<file path="src/design/mrlh_pkg.sv">
// ----------------------------------------------------------------------------
// Masked region level histogram package
// Shared widths, codes, types and a helper function of the histogram block.
// ----------------------------------------------------------------------------
package mrlh_pkg;

  localparam int LEVEL_W     = 8;
  localparam int LABEL_W     = 4;
  localparam int IDX_W       = 3;
  localparam int SHARE_W     = 17;
  localparam int PIXELS_W    = 20;
  localparam int CFG_W       = 4;
  localparam int CFG_IDX_W   = 2;
  localparam int QUEUE_DEPTH = 4;

  localparam int DEF_MAX_BINS    = 8;
  localparam int DEF_MAX_REGIONS = 8;
  localparam int DEF_COUNT_BITS  = 20;

  localparam logic [CFG_W-1:0]     CFG_RESET       = 4'd8;
  localparam logic [CFG_IDX_W-1:0] CFG_IDX_BINS    = 2'd0;
  localparam logic [CFG_IDX_W-1:0] CFG_IDX_REGIONS = 2'd1;

  localparam logic [SHARE_W-1:0] SHARE_ONE = 17'h10000;

  typedef struct packed {
    logic [IDX_W-1:0] region;
    logic [IDX_W-1:0] bin;
    logic             count;
    logic             last;
    logic [CFG_W-1:0] nb;
    logic [CFG_W-1:0] nr;
  } cmd_t;

  typedef enum logic [2:0] {
    ST_COUNT,
    ST_DRAIN,
    ST_READ,
    ST_LOAD,
    ST_DIVIDE,
    ST_PUT
  } back_state_t;

  function automatic int idx_w(input int n);
    return (n <= 1) ? 1 : $clog2(n);
  endfunction

endpackage

</file>
<file path="src/design/mrlh_if.sv">
// ----------------------------------------------------------------------------
// Masked region level histogram channels
// Pixel input channel and histogram result channel with valid and ready.
// ----------------------------------------------------------------------------
interface mrlh_in_if;
  logic                         valid;
  logic                         ready;
  logic [mrlh_pkg::LEVEL_W-1:0] motion_level;
  logic [mrlh_pkg::LABEL_W-1:0] region_label;
  logic                         last_pixel;

  modport source (output valid, motion_level, region_label, last_pixel, input ready);
  modport sink (input valid, motion_level, region_label, last_pixel, output ready);
endinterface

interface mrlh_out_if;
  logic                          valid;
  logic                          ready;
  logic [mrlh_pkg::IDX_W-1:0]    region_index;
  logic [mrlh_pkg::IDX_W-1:0]    bin_index;
  logic [mrlh_pkg::SHARE_W-1:0]  bin_share;
  logic [mrlh_pkg::PIXELS_W-1:0] region_pixels;
  logic                          last_result;

  modport source (output valid, region_index, bin_index, bin_share, region_pixels,
                  last_result, input ready);
  modport sink (input valid, region_index, bin_index, bin_share, region_pixels,
                last_result, output ready);
endinterface

</file>
<file path="src/design/mrlh_front.sv">
// ----------------------------------------------------------------------------
// Masked region level histogram front end
// Holds the configuration, accepts pixels and turns each into a queued command.
// ----------------------------------------------------------------------------
module mrlh_front #(
  parameter int MAX_BINS    = mrlh_pkg::DEF_MAX_BINS,
  parameter int MAX_REGIONS = mrlh_pkg::DEF_MAX_REGIONS
) (
  input  logic                           clk,
  input  logic                           rst_n,
  input  logic                           cfg_we,
  input  logic [mrlh_pkg::CFG_IDX_W-1:0] cfg_index,
  input  logic [mrlh_pkg::CFG_W-1:0]     cfg_wdata,
  mrlh_in_if.sink                        in_chan,
  input  logic                           q_full,
  output logic                           q_push,
  output mrlh_pkg::cmd_t                 q_data
);

  localparam int PROD_W = mrlh_pkg::LEVEL_W + mrlh_pkg::CFG_W;

  logic [mrlh_pkg::CFG_W-1:0] bins_r;
  logic [mrlh_pkg::CFG_W-1:0] regions_r;
  logic [mrlh_pkg::CFG_W-1:0] nb_eff;
  logic [mrlh_pkg::CFG_W-1:0] nr_eff;
  logic [PROD_W-1:0]          prod;
  logic [mrlh_pkg::LABEL_W-1:0] label_m1;

  always_ff @(posedge clk) begin
    if (!rst_n) begin
      bins_r    <= mrlh_pkg::CFG_RESET;
      regions_r <= mrlh_pkg::CFG_RESET;
    end else if (cfg_we) begin
      unique case (cfg_index)
        mrlh_pkg::CFG_IDX_BINS:    bins_r    <= cfg_wdata;
        mrlh_pkg::CFG_IDX_REGIONS: regions_r <= cfg_wdata;
        default: ;
      endcase
    end
  end

  always_comb begin
    if (bins_r == '0) begin
      nb_eff = mrlh_pkg::CFG_W'(1);
    end else if (bins_r > mrlh_pkg::CFG_W'(MAX_BINS)) begin
      nb_eff = mrlh_pkg::CFG_W'(MAX_BINS);
    end else begin
      nb_eff = bins_r;
    end
    if (regions_r == '0) begin
      nr_eff = mrlh_pkg::CFG_W'(1);
    end else if (regions_r > mrlh_pkg::CFG_W'(MAX_REGIONS)) begin
      nr_eff = mrlh_pkg::CFG_W'(MAX_REGIONS);
    end else begin
      nr_eff = regions_r;
    end
  end

  always_comb begin
    prod     = PROD_W'(in_chan.motion_level) * PROD_W'(nb_eff);
    label_m1 = in_chan.region_label - mrlh_pkg::LABEL_W'(1);
    q_data.region = mrlh_pkg::IDX_W'(label_m1);
    q_data.bin    = mrlh_pkg::IDX_W'(prod >> mrlh_pkg::LEVEL_W);
    q_data.count  = (in_chan.region_label != '0) &&
                    (in_chan.region_label <= mrlh_pkg::LABEL_W'(nr_eff));
    q_data.last   = in_chan.last_pixel;
    q_data.nb     = nb_eff;
    q_data.nr     = nr_eff;
  end

  assign in_chan.ready = !q_full;
  assign q_push        = in_chan.valid && !q_full;

endmodule

</file>
<file path="src/design/mrlh_fifo.sv">
// ----------------------------------------------------------------------------
// Masked region level histogram command queue
// Short first-in first-out queue between the front end and the back end.
// ----------------------------------------------------------------------------
module mrlh_fifo #(
  parameter int DEPTH = mrlh_pkg::QUEUE_DEPTH
) (
  input  logic           clk,
  input  logic           rst_n,
  input  logic           push,
  input  mrlh_pkg::cmd_t push_data,
  output logic           full,
  input  logic           pop,
  output mrlh_pkg::cmd_t pop_data,
  output logic           not_empty
);

  localparam int AW = mrlh_pkg::idx_w(DEPTH);
  localparam int CW = $clog2(DEPTH + 1);

  mrlh_pkg::cmd_t slot_r [DEPTH];
  logic [AW-1:0]  wr_ptr_r;
  logic [AW-1:0]  rd_ptr_r;
  logic [CW-1:0]  fill_r;

  always_ff @(posedge clk) begin
    if (push) begin
      slot_r[wr_ptr_r] <= push_data;
    end
  end

  always_ff @(posedge clk) begin
    if (!rst_n) begin
      wr_ptr_r <= '0;
      rd_ptr_r <= '0;
      fill_r   <= '0;
    end else begin
      if (push) begin
        wr_ptr_r <= (wr_ptr_r == AW'(DEPTH - 1)) ? '0 : wr_ptr_r + AW'(1);
      end
      if (pop) begin
        rd_ptr_r <= (rd_ptr_r == AW'(DEPTH - 1)) ? '0 : rd_ptr_r + AW'(1);
      end
      if (push && !pop) begin
        fill_r <= fill_r + CW'(1);
      end else if (pop && !push) begin
        fill_r <= fill_r - CW'(1);
      end
    end
  end

  assign full      = (fill_r == CW'(DEPTH));
  assign not_empty = (fill_r != '0);
  assign pop_data  = slot_r[rd_ptr_r];

endmodule

</file>
<file path="src/design/mrlh_div.sv">
// ----------------------------------------------------------------------------
// Masked region level histogram share divider
// Restoring divider giving one quotient bit of count * 65536 / total a cycle.
// ----------------------------------------------------------------------------
module mrlh_div #(
  parameter int COUNT_BITS = mrlh_pkg::DEF_COUNT_BITS
) (
  input  logic                         clk,
  input  logic                         rst_n,
  input  logic                         start,
  input  logic [COUNT_BITS-1:0]        dividend,
  input  logic [COUNT_BITS-1:0]        divisor,
  output logic                         done,
  output logic [mrlh_pkg::SHARE_W-1:0] quotient
);

  localparam int SW = mrlh_pkg::idx_w(mrlh_pkg::SHARE_W);

  logic [COUNT_BITS:0]            rem_r;
  logic [COUNT_BITS-1:0]          den_r;
  logic [mrlh_pkg::SHARE_W-1:0]   q_r;
  logic [SW-1:0]                  step_r;
  logic                           busy_r;
  logic                           done_r;
  logic                           ge;
  logic [COUNT_BITS-1:0]          diff;

  always_comb begin
    ge   = rem_r >= {1'b0, den_r};
    diff = ge ? COUNT_BITS'(rem_r - {1'b0, den_r}) : rem_r[COUNT_BITS-1:0];
  end

  always_ff @(posedge clk) begin
    if (!rst_n) begin
      busy_r <= 1'b0;
      done_r <= 1'b0;
      step_r <= '0;
    end else begin
      done_r <= 1'b0;
      if (start) begin
        busy_r <= 1'b1;
        step_r <= SW'(mrlh_pkg::SHARE_W - 1);
      end else if (busy_r) begin
        step_r <= step_r - SW'(1);
        if (step_r == '0) begin
          busy_r <= 1'b0;
          done_r <= 1'b1;
        end
      end
    end
  end

  always_ff @(posedge clk) begin
    if (start) begin
      rem_r <= {1'b0, dividend};
      den_r <= divisor;
    end else if (busy_r) begin
      rem_r <= {diff, 1'b0};
      q_r   <= {q_r[mrlh_pkg::SHARE_W-2:0], ge};
    end
  end

  assign done     = done_r;
  assign quotient = q_r;

endmodule

</file>
<file path="src/design/mrlh_back.sv">
// ----------------------------------------------------------------------------
// Masked region level histogram back end
// Counts queued pixels into the histogram memory and emits normalised shares.
// ----------------------------------------------------------------------------
module mrlh_back #(
  parameter int MAX_BINS    = mrlh_pkg::DEF_MAX_BINS,
  parameter int MAX_REGIONS = mrlh_pkg::DEF_MAX_REGIONS,
  parameter int COUNT_BITS  = mrlh_pkg::DEF_COUNT_BITS
) (
  input  logic           clk,
  input  logic           rst_n,
  input  logic           q_valid,
  input  mrlh_pkg::cmd_t q_data,
  output logic           q_pop,
  mrlh_out_if.source     out_chan
);

  localparam int DEPTH = MAX_REGIONS * MAX_BINS;
  localparam int AW    = mrlh_pkg::idx_w(DEPTH);
  localparam int RW    = mrlh_pkg::idx_w(MAX_REGIONS);
  localparam int CW    = mrlh_pkg::CFG_W;

  mrlh_pkg::back_state_t state_r;
  mrlh_pkg::back_state_t state_nxt;

  logic [COUNT_BITS-1:0] mem [DEPTH];
  logic [COUNT_BITS-1:0] mem_q_r;
  logic                  vldq_r;
  logic [DEPTH-1:0]      vld_r;
  logic [COUNT_BITS-1:0] rc_r [MAX_REGIONS];

  logic                  b_valid_r;
  logic                  b_count_r;
  logic [AW-1:0]         b_addr_r;
  logic [RW-1:0]         b_reg_r;
  logic                  pw_en_r;
  logic [AW-1:0]         pw_addr_r;
  logic [COUNT_BITS-1:0] pw_val_r;

  logic [mrlh_pkg::IDX_W-1:0] er_r;
  logic [mrlh_pkg::IDX_W-1:0] eb_r;
  logic [CW-1:0]              nb_r;
  logic [CW-1:0]              nr_r;

  logic                          out_valid_r;
  logic [mrlh_pkg::IDX_W-1:0]    out_region_r;
  logic [mrlh_pkg::IDX_W-1:0]    out_bin_r;
  logic [mrlh_pkg::SHARE_W-1:0]  out_share_r;
  logic [mrlh_pkg::PIXELS_W-1:0] out_pixels_r;
  logic                          out_last_r;

  logic [AW-1:0]                rd_addr;
  logic                         div_start;
  logic                         div_done;
  logic [mrlh_pkg::SHARE_W-1:0] div_q;
  logic                         put;
  logic                         emit_final;
  logic [COUNT_BITS-1:0]        b_cur;
  logic [COUNT_BITS-1:0]        b_inc;
  logic                         b_we;
  logic [RW-1:0]                rc_addr;
  logic [COUNT_BITS-1:0]        rc_cur;
  logic [COUNT_BITS-1:0]        bc_rd;

  function automatic logic [AW-1:0] addr_of(input logic [mrlh_pkg::IDX_W-1:0] reg_i,
                                            input logic [mrlh_pkg::IDX_W-1:0] bin_i);
    return AW'(int'(reg_i) * MAX_BINS + int'(bin_i));
  endfunction

  function automatic logic [COUNT_BITS-1:0] sat_inc(input logic [COUNT_BITS-1:0] v);
    return (v == '1) ? v : v + COUNT_BITS'(1);
  endfunction

  mrlh_div #(
    .COUNT_BITS (COUNT_BITS)
  ) u_div (
    .clk      (clk),
    .rst_n    (rst_n),
    .start    (div_start),
    .dividend (bc_rd),
    .divisor  (rc_cur),
    .done     (div_done),
    .quotient (div_q)
  );

  assign emit_final = (CW'(er_r) == nr_r - CW'(1)) && (CW'(eb_r) == nb_r - CW'(1));
  assign bc_rd      = vldq_r ? mem_q_r : '0;
  assign rc_addr    = b_valid_r ? b_reg_r : er_r[RW-1:0];
  assign rc_cur     = rc_r[rc_addr];

  always_comb begin
    if (pw_en_r && (pw_addr_r == b_addr_r)) begin
      b_cur = pw_val_r;
    end else begin
      b_cur = bc_rd;
    end
    b_inc = sat_inc(b_cur);
    b_we  = b_valid_r && b_count_r;
  end

  always_comb begin
    state_nxt = state_r;
    unique case (state_r)
      mrlh_pkg::ST_COUNT: begin
        if (q_valid && q_data.last) begin
          state_nxt = mrlh_pkg::ST_DRAIN;
        end
      end
      mrlh_pkg::ST_DRAIN:  state_nxt = mrlh_pkg::ST_READ;
      mrlh_pkg::ST_READ:   state_nxt = mrlh_pkg::ST_LOAD;
      mrlh_pkg::ST_LOAD:   state_nxt = mrlh_pkg::ST_DIVIDE;
      mrlh_pkg::ST_DIVIDE: begin
        if (div_done) begin
          state_nxt = mrlh_pkg::ST_PUT;
        end
      end
      mrlh_pkg::ST_PUT: begin
        if (!out_valid_r || out_chan.ready) begin
          state_nxt = emit_final ? mrlh_pkg::ST_COUNT : mrlh_pkg::ST_READ;
        end
      end
      default: state_nxt = mrlh_pkg::ST_COUNT;
    endcase
  end

  always_comb begin
    q_pop     = 1'b0;
    div_start = 1'b0;
    put       = 1'b0;
    rd_addr   = addr_of(er_r, eb_r);
    unique case (state_r)
      mrlh_pkg::ST_COUNT: begin
        q_pop   = q_valid;
        rd_addr = addr_of(q_data.region, q_data.bin);
      end
      mrlh_pkg::ST_LOAD:  div_start = 1'b1;
      mrlh_pkg::ST_PUT:   put = !out_valid_r || out_chan.ready;
      default: ;
    endcase
  end

  always_ff @(posedge clk) begin
    if (!rst_n) begin
      state_r <= mrlh_pkg::ST_COUNT;
    end else begin
      state_r <= state_nxt;
    end
  end

  always_ff @(posedge clk) begin
    if (b_we) begin
      mem[b_addr_r] <= b_inc;
    end
    mem_q_r   <= mem[rd_addr];
    vldq_r    <= vld_r[rd_addr];
    b_addr_r  <= addr_of(q_data.region, q_data.bin);
    b_reg_r   <= RW'(q_data.region);
    b_count_r <= q_data.count;
    pw_addr_r <= b_addr_r;
    pw_val_r  <= b_inc;
  end

  always_ff @(posedge clk) begin
    if (!rst_n) begin
      vld_r     <= '0;
      b_valid_r <= 1'b0;
      pw_en_r   <= 1'b0;
      for (int i = 0; i < MAX_REGIONS; i++) begin
        rc_r[i] <= '0;
      end
    end else begin
      b_valid_r <= q_pop;
      pw_en_r   <= b_we;
      if (b_we) begin
        vld_r[b_addr_r] <= 1'b1;
        rc_r[b_reg_r]   <= sat_inc(rc_cur);
      end
      if (put && emit_final) begin
        vld_r <= '0;
        for (int i = 0; i < MAX_REGIONS; i++) begin
          rc_r[i] <= '0;
        end
      end
    end
  end

  always_ff @(posedge clk) begin
    if (!rst_n) begin
      er_r <= '0;
      eb_r <= '0;
      nb_r <= mrlh_pkg::CFG_RESET;
      nr_r <= mrlh_pkg::CFG_RESET;
    end else if (q_pop && q_data.last) begin
      er_r <= '0;
      eb_r <= '0;
      nb_r <= q_data.nb;
      nr_r <= q_data.nr;
    end else if (put && !emit_final) begin
      if (CW'(eb_r) == nb_r - CW'(1)) begin
        eb_r <= '0;
        er_r <= er_r + mrlh_pkg::IDX_W'(1);
      end else begin
        eb_r <= eb_r + mrlh_pkg::IDX_W'(1);
      end
    end
  end

  always_ff @(posedge clk) begin
    if (!rst_n) begin
      out_valid_r <= 1'b0;
    end else if (put) begin
      out_valid_r <= 1'b1;
    end else if (out_chan.ready) begin
      out_valid_r <= 1'b0;
    end
  end

  always_ff @(posedge clk) begin
    if (put) begin
      out_region_r <= er_r;
      out_bin_r    <= eb_r;
      out_share_r  <= (rc_cur == '0) ? '0 : div_q;
      out_pixels_r <= mrlh_pkg::PIXELS_W'(rc_cur);
      out_last_r   <= emit_final;
    end
  end

  assign out_chan.valid         = out_valid_r;
  assign out_chan.region_index  = out_region_r;
  assign out_chan.bin_index     = out_bin_r;
  assign out_chan.bin_share     = out_share_r;
  assign out_chan.region_pixels = out_pixels_r;
  assign out_chan.last_result   = out_last_r;

  a_clear_after_emit: assert property (@(posedge clk) disable iff (!rst_n)
    put && emit_final |=> vld_r == '0 && state_r == mrlh_pkg::ST_COUNT)
    else $error("Histogram store not cleared after the final result.");

  a_share_bounded: assert property (@(posedge clk) disable iff (!rst_n)
    put |-> rc_cur == '0 || div_q <= mrlh_pkg::SHARE_ONE)
    else $error("Bin share exceeds the whole region.");

  a_done_in_divide: assert property (@(posedge clk) disable iff (!rst_n)
    div_done |-> state_r == mrlh_pkg::ST_DIVIDE)
    else $error("Divider finished outside the divide phase.");

  a_emit_in_range: assert property (@(posedge clk) disable iff (!rst_n)
    state_r == mrlh_pkg::ST_PUT |-> CW'(er_r) < nr_r && CW'(eb_r) < nb_r)
    else $error("Emit index beyond the regions or bins in use.");

endmodule

</file>
<file path="src/design/masked_region_level_histogram.sv">
// Flow: a pixel is queued, popped by the back end, staged in registers and counted into
// the histogram memory. After a frame's final pixel the back end drains and then passes
// the read, load, divide and put states once per result. Throughput: one pixel per cycle
// while counting; results wait on the receiver and on the bit-serial share divider (one
// quotient bit a cycle). Reset: synchronous and active low; the histogram memory reads
// as empty at once through per-entry valid bits, so no clearing pass follows reset.
// ----------------------------------------------------------------------------
// Masked region level histogram
// Builds per-region level histograms over a frame and emits normalised shares.
// ----------------------------------------------------------------------------
module masked_region_level_histogram #(
  parameter int MAX_BINS    = mrlh_pkg::DEF_MAX_BINS,
  parameter int MAX_REGIONS = mrlh_pkg::DEF_MAX_REGIONS,
  parameter int COUNT_BITS  = mrlh_pkg::DEF_COUNT_BITS
) (
  input  logic                           clk,
  input  logic                           rst_n,
  input  logic                           cfg_we,
  input  logic [mrlh_pkg::CFG_IDX_W-1:0] cfg_index,
  input  logic [mrlh_pkg::CFG_W-1:0]     cfg_wdata,
  mrlh_in_if.sink                        in_chan,
  mrlh_out_if.source                     out_chan
);

  logic           q_push;
  logic           q_full;
  logic           q_pop;
  logic           q_not_empty;
  mrlh_pkg::cmd_t q_in;
  mrlh_pkg::cmd_t q_out;

  mrlh_front #(
    .MAX_BINS    (MAX_BINS),
    .MAX_REGIONS (MAX_REGIONS)
  ) u_front (
    .clk       (clk),
    .rst_n     (rst_n),
    .cfg_we    (cfg_we),
    .cfg_index (cfg_index),
    .cfg_wdata (cfg_wdata),
    .in_chan   (in_chan),
    .q_full    (q_full),
    .q_push    (q_push),
    .q_data    (q_in)
  );

  mrlh_fifo #(
    .DEPTH (mrlh_pkg::QUEUE_DEPTH)
  ) u_fifo (
    .clk       (clk),
    .rst_n     (rst_n),
    .push      (q_push),
    .push_data (q_in),
    .full      (q_full),
    .pop       (q_pop),
    .pop_data  (q_out),
    .not_empty (q_not_empty)
  );

  mrlh_back #(
    .MAX_BINS    (MAX_BINS),
    .MAX_REGIONS (MAX_REGIONS),
    .COUNT_BITS  (COUNT_BITS)
  ) u_back (
    .clk      (clk),
    .rst_n    (rst_n),
    .q_valid  (q_not_empty),
    .q_data   (q_out),
    .q_pop    (q_pop),
    .out_chan (out_chan)
  );

endmodule

</file>
<file path="src/flat_wrapper.sv">
// flat-port wrapper written by rule: the top's interface ports become plain ports
module masked_region_level_histogram_flat 
#(
  parameter int MAX_BINS    = mrlh_pkg::DEF_MAX_BINS,
  parameter int MAX_REGIONS = mrlh_pkg::DEF_MAX_REGIONS,
  parameter int COUNT_BITS  = mrlh_pkg::DEF_COUNT_BITS
)
  (clk, rst_n, cfg_we, cfg_index, cfg_wdata, in_chan_valid, in_chan_motion_level, in_chan_region_label, in_chan_last_pixel, in_chan_ready, out_chan_valid, out_chan_region_index, out_chan_bin_index, out_chan_bin_share, out_chan_region_pixels, out_chan_last_result, out_chan_ready);
  mrlh_in_if in_chan_i ();
  mrlh_out_if out_chan_i ();
  input  logic clk;
  input  logic rst_n;
  input  logic cfg_we;
  input  logic [mrlh_pkg::CFG_IDX_W-1:0] cfg_index;
  input  logic [mrlh_pkg::CFG_W-1:0] cfg_wdata;
  input wire logic [$bits(in_chan_i.valid)-1:0] in_chan_valid;
  input wire logic [$bits(in_chan_i.motion_level)-1:0] in_chan_motion_level;
  input wire logic [$bits(in_chan_i.region_label)-1:0] in_chan_region_label;
  input wire logic [$bits(in_chan_i.last_pixel)-1:0] in_chan_last_pixel;
  output wire logic [$bits(in_chan_i.ready)-1:0] in_chan_ready;
  output wire logic [$bits(out_chan_i.valid)-1:0] out_chan_valid;
  output wire logic [$bits(out_chan_i.region_index)-1:0] out_chan_region_index;
  output wire logic [$bits(out_chan_i.bin_index)-1:0] out_chan_bin_index;
  output wire logic [$bits(out_chan_i.bin_share)-1:0] out_chan_bin_share;
  output wire logic [$bits(out_chan_i.region_pixels)-1:0] out_chan_region_pixels;
  output wire logic [$bits(out_chan_i.last_result)-1:0] out_chan_last_result;
  input wire logic [$bits(out_chan_i.ready)-1:0] out_chan_ready;
  assign in_chan_i.valid = in_chan_valid;
  assign in_chan_i.motion_level = in_chan_motion_level;
  assign in_chan_i.region_label = in_chan_region_label;
  assign in_chan_i.last_pixel = in_chan_last_pixel;
  assign in_chan_ready = in_chan_i.ready;
  assign out_chan_valid = out_chan_i.valid;
  assign out_chan_region_index = out_chan_i.region_index;
  assign out_chan_bin_index = out_chan_i.bin_index;
  assign out_chan_bin_share = out_chan_i.bin_share;
  assign out_chan_region_pixels = out_chan_i.region_pixels;
  assign out_chan_last_result = out_chan_i.last_result;
  assign out_chan_i.ready = out_chan_ready;
  masked_region_level_histogram #(.MAX_BINS(MAX_BINS), .MAX_REGIONS(MAX_REGIONS), .COUNT_BITS(COUNT_BITS)) u_core (.clk(clk), .rst_n(rst_n), .cfg_we(cfg_we), .cfg_index(cfg_index), .cfg_wdata(cfg_wdata), .in_chan(in_chan_i), .out_chan(out_chan_i));
endmodule
</file>
<file path="config.mk">
export PLATFORM = sky130hd
export DESIGN_NAME = masked_region_level_histogram_flat
export DESIGN_NICKNAME = d
export VERILOG_FILES = /design/src/design/mrlh_pkg.sv /design/src/design/mrlh_if.sv /design/src/design/mrlh_front.sv /design/src/design/mrlh_fifo.sv /design/src/design/mrlh_div.sv /design/src/design/mrlh_back.sv /design/src/design/masked_region_level_histogram.sv /design/src/flat_wrapper.sv
export SDC_FILE = /design/constraint.sdc
export NUM_CORES = 2
export LEC_CHECK = 0
export ABC_AREA = 1
export BUFFER_PORTS_ARGS = -buffer_cell sky130_fd_sc_hd__buf_2
export CAP_MARGIN = 0
export CORE_AREA = 2 2 445 447
export DETAILED_ROUTE_END_ITERATION = 6
export DIE_AREA = 0 0 447 449
export PLACE_DENSITY = 0.65
export RECOVER_POWER = 25
export SLEW_MARGIN = 20
export SYNTH_ARGS = -nofsm -noshare
export SYNTH_HDL_FRONTEND = slang
export SYNTH_SLANG_ARGS = --single-unit
</file>
<file path="constraint.sdc">
create_clock -name clk -period 3.85 [get_ports clk]
set_input_delay 0.77 -clock clk [delete_from_list [all_inputs] [get_ports clk]]
set_output_delay 0.77 -clock clk [all_outputs]
set_load 0.02 [all_outputs]
</file>
After elaboration in Yosys (flattened, before gate mapping)
Memory sizes are Yosys's and may differ from the RTL's. A register that Yosys moved wholly into a read port is not among the register bits.
Index checks and enable logic that the tools add are counted.
{"block": "totals", "n_memories": 3, "ff_bits": 245, "in_bits": 24, "ram_bits": 1504, "mem_bits_ro": 0, "latch_bits": 0, "out_inout_bits": 46, "wordCells": 220}
{"memory": "u_core.u_back.mem", "depth": 64, "word_bits": 20, "rd": 1, "rd_clocked_by_memory_dff": 1, "write_ports": 1, "line_no": "mrlh_back.sv:26", "source": "logic [COUNT_BITS-1:0] mem [DEPTH];"}
{"memory": "u_core.u_back.rc_r", "depth": 8, "word_bits": 20, "rd": 1, "rd_clocked_by_memory_dff": 0, "write_ports": 8, "line_no": "mrlh_back.sv:30", "source": "logic [COUNT_BITS-1:0] rc_r [MAX_REGIONS];"}
{"memory": "u_core.u_fifo.slot_r", "depth": 4, "word_bits": 16, "rd": 1, "rd_clocked_by_memory_dff": 1, "write_ports": 1, "line_no": "mrlh_fifo.sv:21", "source": "mrlh_pkg::cmd_t slot_r [DEPTH];"}
{"block": "op_classes", "bitwise": 36, "n_reduce_logical": 39, "n_eq_ne": 25, "div_mod_pow": 0, "magnitude_cmp": 7, "muxes": 61, "n_mul": 1, "addsub": 15, "shifts": 0}
{"cell": "20-bit 2-to-1 mux", "count": 16}
{"cell": "64-bit bitwise OR", "count": 1}
{"cell": "20-bit by 1-bit adder with 20-bit output, second input constant", "count": 2}
{"cell": "20-bit == test, second input constant", "count": 2}
{"cell": "3-bit == test, second input constant", "count": 11}
{"cell": "3-bit 2-to-1 mux", "count": 8}
{"cell": "1-bit 2-to-1 mux", "count": 22}
{"cell": "21-bit by 20-bit greater-or-equal comparator with 1-bit output", "count": 1}
{"cell": "20-bit zero test", "count": 1}
{"cell": "20-bit OR reduction", "count": 1}
{"cell": "20-bit subtractor", "count": 1}
{"cell": "3-bit case mux with 6 select lines", "count": 1}
{"cell": "1-bit bitwise AND", "count": 16}
{"cell": "4-bit 2-to-1 mux", "count": 4}
{"cell": "6-bit by 7-bit < comparator with 1-bit output, second input constant", "count": 2}
{"cell": "6-bit by 3-bit adder with 6-bit output", "count": 2}
{"cell": "1-bit logical AND", "count": 12}
{"cell": "8-bit by 4-bit multiplier with 11-bit output", "count": 1}
{"cell": "1-bit NOT", "count": 11}
{"cell": "2-bit 2-to-1 mux", "count": 5}
{"cell": "5-bit 2-to-1 mux", "count": 2}
{"cell": "3-bit by 1-bit adder with 3-bit output, second input constant", "count": 3}
{"cell": "3-bit by 4-bit == test with 1-bit output", "count": 2}
{"cell": "4-bit greater-than comparator, second input constant", "count": 2}
{"cell": "other kinds (30)", "count": 55}

Depth between registers and ports, before layout
{"block": "logic_depth", "word_depth": 19, "mapped_depth": 20}

Modules after synthesis
Synthesis repeated with hierarchy kept, for this count alone.
{"block": "hier_totals", "hier_cells": 6650, "hier_area_um2": 75751.4}
{"module": "mrlh_back", "cells_per_inst": 5717, "instances": 1, "area_per_inst_um2": 67319.6}
{"module": "mrlh_div", "cells_per_inst": 516, "instances": 1, "area_per_inst_um2": 4147.7}
{"module": "mrlh_fifo", "cells_per_inst": 214, "instances": 1, "area_per_inst_um2": 2927.8}
{"module": "mrlh_front", "cells_per_inst": 203, "instances": 1, "area_per_inst_um2": 1356.3}

Worst setup path after synthesis
Ideal clock, no wire load.
{"block": "synth_path", "kind": "input port to flip-flop", "start": "in out_chan_ready", "end": "mem u_core.u_back.rc_r[0][0] (netlist name) (enable)", "setup_ns": 0.377, "path_stages": 7, "n_path_buf": 1, "path_slack_ns": -0.272, "t_required_ns": 3.473, "arrival_time_ns": 3.745, "cell_sequence": "nor2_1 nor2_1 nand2_1 nand2_1 inv_1 clkbuf_1 nand2_1"}
{"item": "from (decl)", "line_no": "flat_wrapper.sv:27", "source": "input wire logic [$bits(out_chan_i.ready)-1:0] out_chan_ready;"}
{"item": "to (decl)", "line_no": "mrlh_back.sv:30"}

Worst setup path in the final report
{"block": "layout_path", "start": "reg u_core.u_back.b_addr_r[1]", "end": "mem u_core.u_back.mem[0][8] (netlist name), data pin"}
{"block": "layout_via", "elab_chain_cells": 5, "elab_cells_between_ends": 6}
{"item": "from (decl)", "line_no": "mrlh_back.sv:34", "source": "logic [AW-1:0] b_addr_r;"}
{"item": "from (signal assigned)", "line_no": "mrlh_back.sv:156", "source": "b_addr_r <= addr_of(q_data.region, q_data.bin);"}
{"item": "6-bit == test *", "line_no": "mrlh_back.sv:92", "source": "if (pw_en_r && (pw_addr_r == b_addr_r)) begin"}
{"item": "1-bit logical AND *", "line_no": "mrlh_back.sv:92"}
{"item": "20-bit 2-to-1 mux *", "line_no": "mrlh_back.sv:92"}
{"item": "20-bit by 1-bit adder with 20-bit output / 20-bit == test (equally long branches)", "line_no": "mrlh_back.sv:71", "source": "return (v == '1) ? v : v + COUNT_BITS'(1);"}
{"item": "20-bit 2-to-1 mux *", "line_no": "mrlh_back.sv:71"}
{"item": "via u_core.u_back.b_inc[8]", "line_no": "mrlh_back.sv:59", "source": "logic [COUNT_BITS-1:0] b_inc;"}
{"item": "to (decl)", "line_no": "mrlh_back.sv:26"}
Mark *: on every way through the listed nets, which the timed path passes. The rest lies on a longest branch.

==> run metrics <==
YS warnings=0; number of H-tree levels=4; filler instances=around 18000; Final min period=3.51 ns; WL met3=16400 um; DP HPWL=127000 um; post-synthesis compound-gate area fraction=approximately 6.5%; cts bufs inserted=around 180; Rows=~160; core area=between 0.15 and 0.2 mm^2; Seq/Total Area, Yosys=between 60% and 70%; main combinational cell family by area after synthesis=simple AND/OR/NAND/NOR gates; simple-gate portion of the synthesized area=17.9%; internal power=between 40 and 50 mW; layout cells sized above 1=~8.3%; clk_skew=0.0445 ns; CP arrival=just over 4 ns; # IOs=70; reg-to-reg critical path startpoint=u_core.u_back.b_addr_r[1]; Max Used Layer=met4; dpl ws=between 0.3 and 0.4 ns; Mapped Cells=approximately 7000; Yosys top cell by area=edfxtp_1; number of synthesized flops with an enable pin=1605; Die ar.=between 0.2 and 0.25 mm^2; Final Hold Vio Count=0; most common cell after layout, fill and taps aside=edfxtp_1; Area growth syn-to-layout=13.8%; Power Density=just under 900 mW/mm^2; share of the synthesized area in the top cell type=63.4%; Sink Count=between 1500 and 2000; unrepaired setup endpoints after global routing=false; total global routing overflow=0; first-pass GRT wire length=between 300000 and 400000 um; critical path launch point type=flop; Pleak=about 34 nW; Min-Delay Path Class=input pin to flop; share of power burned in registers=between 30% and 40%; CTS clk-pin slew, worst paths=~0.06 ns; mapped cell area=~0.076 mm^2; combinational group share of total power=46.0%; GP Congestion=0.907; WL met2=a little under 100000 um; Synth Area in XOR/XNOR=less than 1%; ranking of synthesized cells by area=edfxtp_1, nand2_1, nand3_1; Wirelength per Cell=approximately 21 um; crit path max fanout=32; Initial Util=between 30% and 40%; fmax=approximately 0.28 GHz; Port-buffer cells=69; CP Launch Point=u_core.u_back.b_addr_r[1]; vias=52700; mux contribution to synthesized area=0%; Clock Power Share=between 20% and 30%; failing checks=DRC, capacitance limit, slew limit; most frequent cells in the layout=edfxtp_1, nand2_1, nand3_1; Layout Nets=roughly 7400; Routed Antenna Nets=0; worst rel slew slack=-68.9%; Clock Path Buffers=3; Die Y=449 um; Synth Register Bits=around 1800; Setup-failing EPs final=0; chip width=between 400 and 500 um; final worst slack=0.340 ns; Max-cap violations=11; hold path startpoint=cfg_wdata[3]; Post-Synth Adder-Cell Area=between 1 and 1.5%; worst setup path class=flop to flop; clock tree root driver cell=clkbuf_16; top_reg_cell synth=edfxtp_1; Total GRT Usage=about a fifth; Psw=roughly 33 mW; initial antenna violation count=8; non-filler cells, final=a little over 10000; pins over their slew limit=about 200; worst vdd rail ir drop=~650 uV; syn_nets=approximately 7200; asr flop ratio synth=0%; post-route met1 wirelength=~88000 um; Net Sw Frac=between 40% and 50%; Clock Latency Late Sink=~0.86 ns; vias per inst=approximately 5.2; Pre-antenna DRT Iters=7; vias in the first global route=50300; Avg Cell Area, Syn=~11 um^2; period utilization=between 90% and 100%; Worst-Margin Slew=roughly 2.5 ns; placed cells=9765; outcome=finished, violations left; largest net degree at the start of global routing=93; Yosys cell types=a little over 50; WP data required=around 4.4 ns; final WL=209000 um; CTS tree=yes; Initial DRC Count=5363; residual DRC count=1; CP endpoint kind=flop
==> critical path, stage by stage (launching register included) <==
cell     delay, ns
dfxtp_1       0.45
inv_2         0.10
nand2_1       0.07
nand2_1       0.06
nor3_2        0.12
nand3_2       0.17
buf_4         0.24
nand2_1       0.06
o21ai_0       0.15
nor2_1        0.20
nand2_1       0.13
nor2_1        0.15
nand2_1       0.08
nor2_1        0.15
inv_1         0.30
buf_4         0.29
nand3_2       0.10
buf_4         0.36
==> path summary, 6_finish.rpt <==
check / to / slack [ns] / cells past startpoint
hold / removal: u_core.u_front.regions_r[3] / 0.18 / 3
setup reg to reg: u_core.u_back.mem[0][8] / 0.34 / 17
setup / recovery: u_core.u_back.mem[0][8] / 0.34 / 17
hold reg to reg: u_core.u_back.pw_addr_r[3] / 0.41 / 0
==> kinds of logic (layout without fill, tap and decap cells) <==
| kind of cell | Yosys count | in the layout |
|---|---|---|
| AOI/OAI and AO/OA | 792 | 792 |
| xor gates and xnor gates | 31 | 31 |
| adders and majority gates | 66 | 66 |
| buffers and inverters | 1240 | 1532 |
| DFF | 1768 | 1768 |
| other | 0 | 3 |
| and+or+nand+nor | 3261 | 3261 |
==> power by group through the flow <==
stage               Clock, mW  Sequential [mW]  Combinational (mW)
floorplan                   0             24.6                20.5
global placement            0             24.6                33.9
detailed placement          0             24.6                34.4
CTS                      16.8             24.2                34.6
global route             17.5             24.3                37.7
finish                   16.5             24.2                34.7
==> stage by stage <==
step / hold WS [ns] / util, % / area [um^2] / power [mW] / setup TNS, ns
after floorplan: 0.375 / - / 76000 / 45.1 / -0.0421
after global placement: 0.385 / 41.4 / 81200 / 58.4 / 0
after detailed placement: 0.405 / 41.4 / 81200 / 59.0 / 0
after CTS: 0.116 / 44.2 / 86800 / 75.5 / 0
after global routing: 0.170 / 44.1 / 86500 / 79.4 / 0
final: 0.177 / 44.1 / 86500 / 75.4 / 0
==> cells in the mapped netlist (4+ instances only) <==
cell,n
inv_2,14
nor3_1,22
dfxtp_1,163
o21bai_1,4
nand4_1,21
a21oi_1,57
nand2_2,6
buf_6,8
o21ai_1,10
buf_2,78
ha_1,53
a31oi_1,16
edfxtp_1,1605
nand3b_1,7
xor2_1,19
nor2_1,882
nand3_2,11
buf_1,38
nand2_1,1429
o21ai_0,345
o21a_1,8
nand3_1,858
clkbuf_1,246
fa_1,13
clkinv_1,20
xnor2_1,12
inv_1,834
nor4_1,6
or2_2,6
o211ai_1,339
==> area by class of cell <==
type                            instances  area [um^2]  share of cell area, %
Sequential cell                      1768        51500                   59.5
Multi-Input combinational cell       4150        20000                   23.2
Clock buffer                          238         4850                   5.61
Tap cell                             2640         3300                   3.82
Inverter                              868         3280                   3.79
Timing Repair Buffer                  339         2910                   3.37
Clock inverter                         87          651                  0.752
Antenna cell                            3         7.51                0.00868
==> per-layer routing <==
metal	global-route usage [%]	vias to the layer above
met2	33.1	2138
met5	0	-
met1	28.1	25600
met3	3.33	357
li1	-	24600
met4	7.61	0
==> registers in the layout (all words and copies together), names as in the netlist, 4 cells and up, named ones only <==
| register | cells |
|---|---|
| u_core.u_back.b_addr_r | 4 |
| u_core.u_back.mem | 1280 |
| u_core.u_back.mem_q_r | 20 |
| u_core.u_back.nb_r | 4 |
| u_core.u_back.nr_r | 4 |
| u_core.u_back.out_chan.bin_share | 17 |
| u_core.u_back.out_chan.region_pixels | 20 |
| u_core.u_back.pw_addr_r | 6 |
| u_core.u_back.pw_val_r | 20 |
| u_core.u_back.rc_r | 160 |
| u_core.u_back.u_div.den_r | 20 |
| u_core.u_back.u_div.quotient | 17 |
| u_core.u_back.u_div.rem_r | 21 |
| u_core.u_back.u_div.step_r | 5 |
| u_core.u_back.vld_r | 64 |
| u_core.u_fifo.slot_r | 64 |
| u_core.u_front.bins_r | 4 |
| u_core.u_front.regions_r | 4 |
==> timing repair <==
action,in CTS,in global routing
hold buffers,0,0
endpoints found under the hold margin,0,0
setup buffers,0,0
endpoints found under the setup margin,0,83
gates resized for setup,0,4
(Power assumes the default switching activity.)
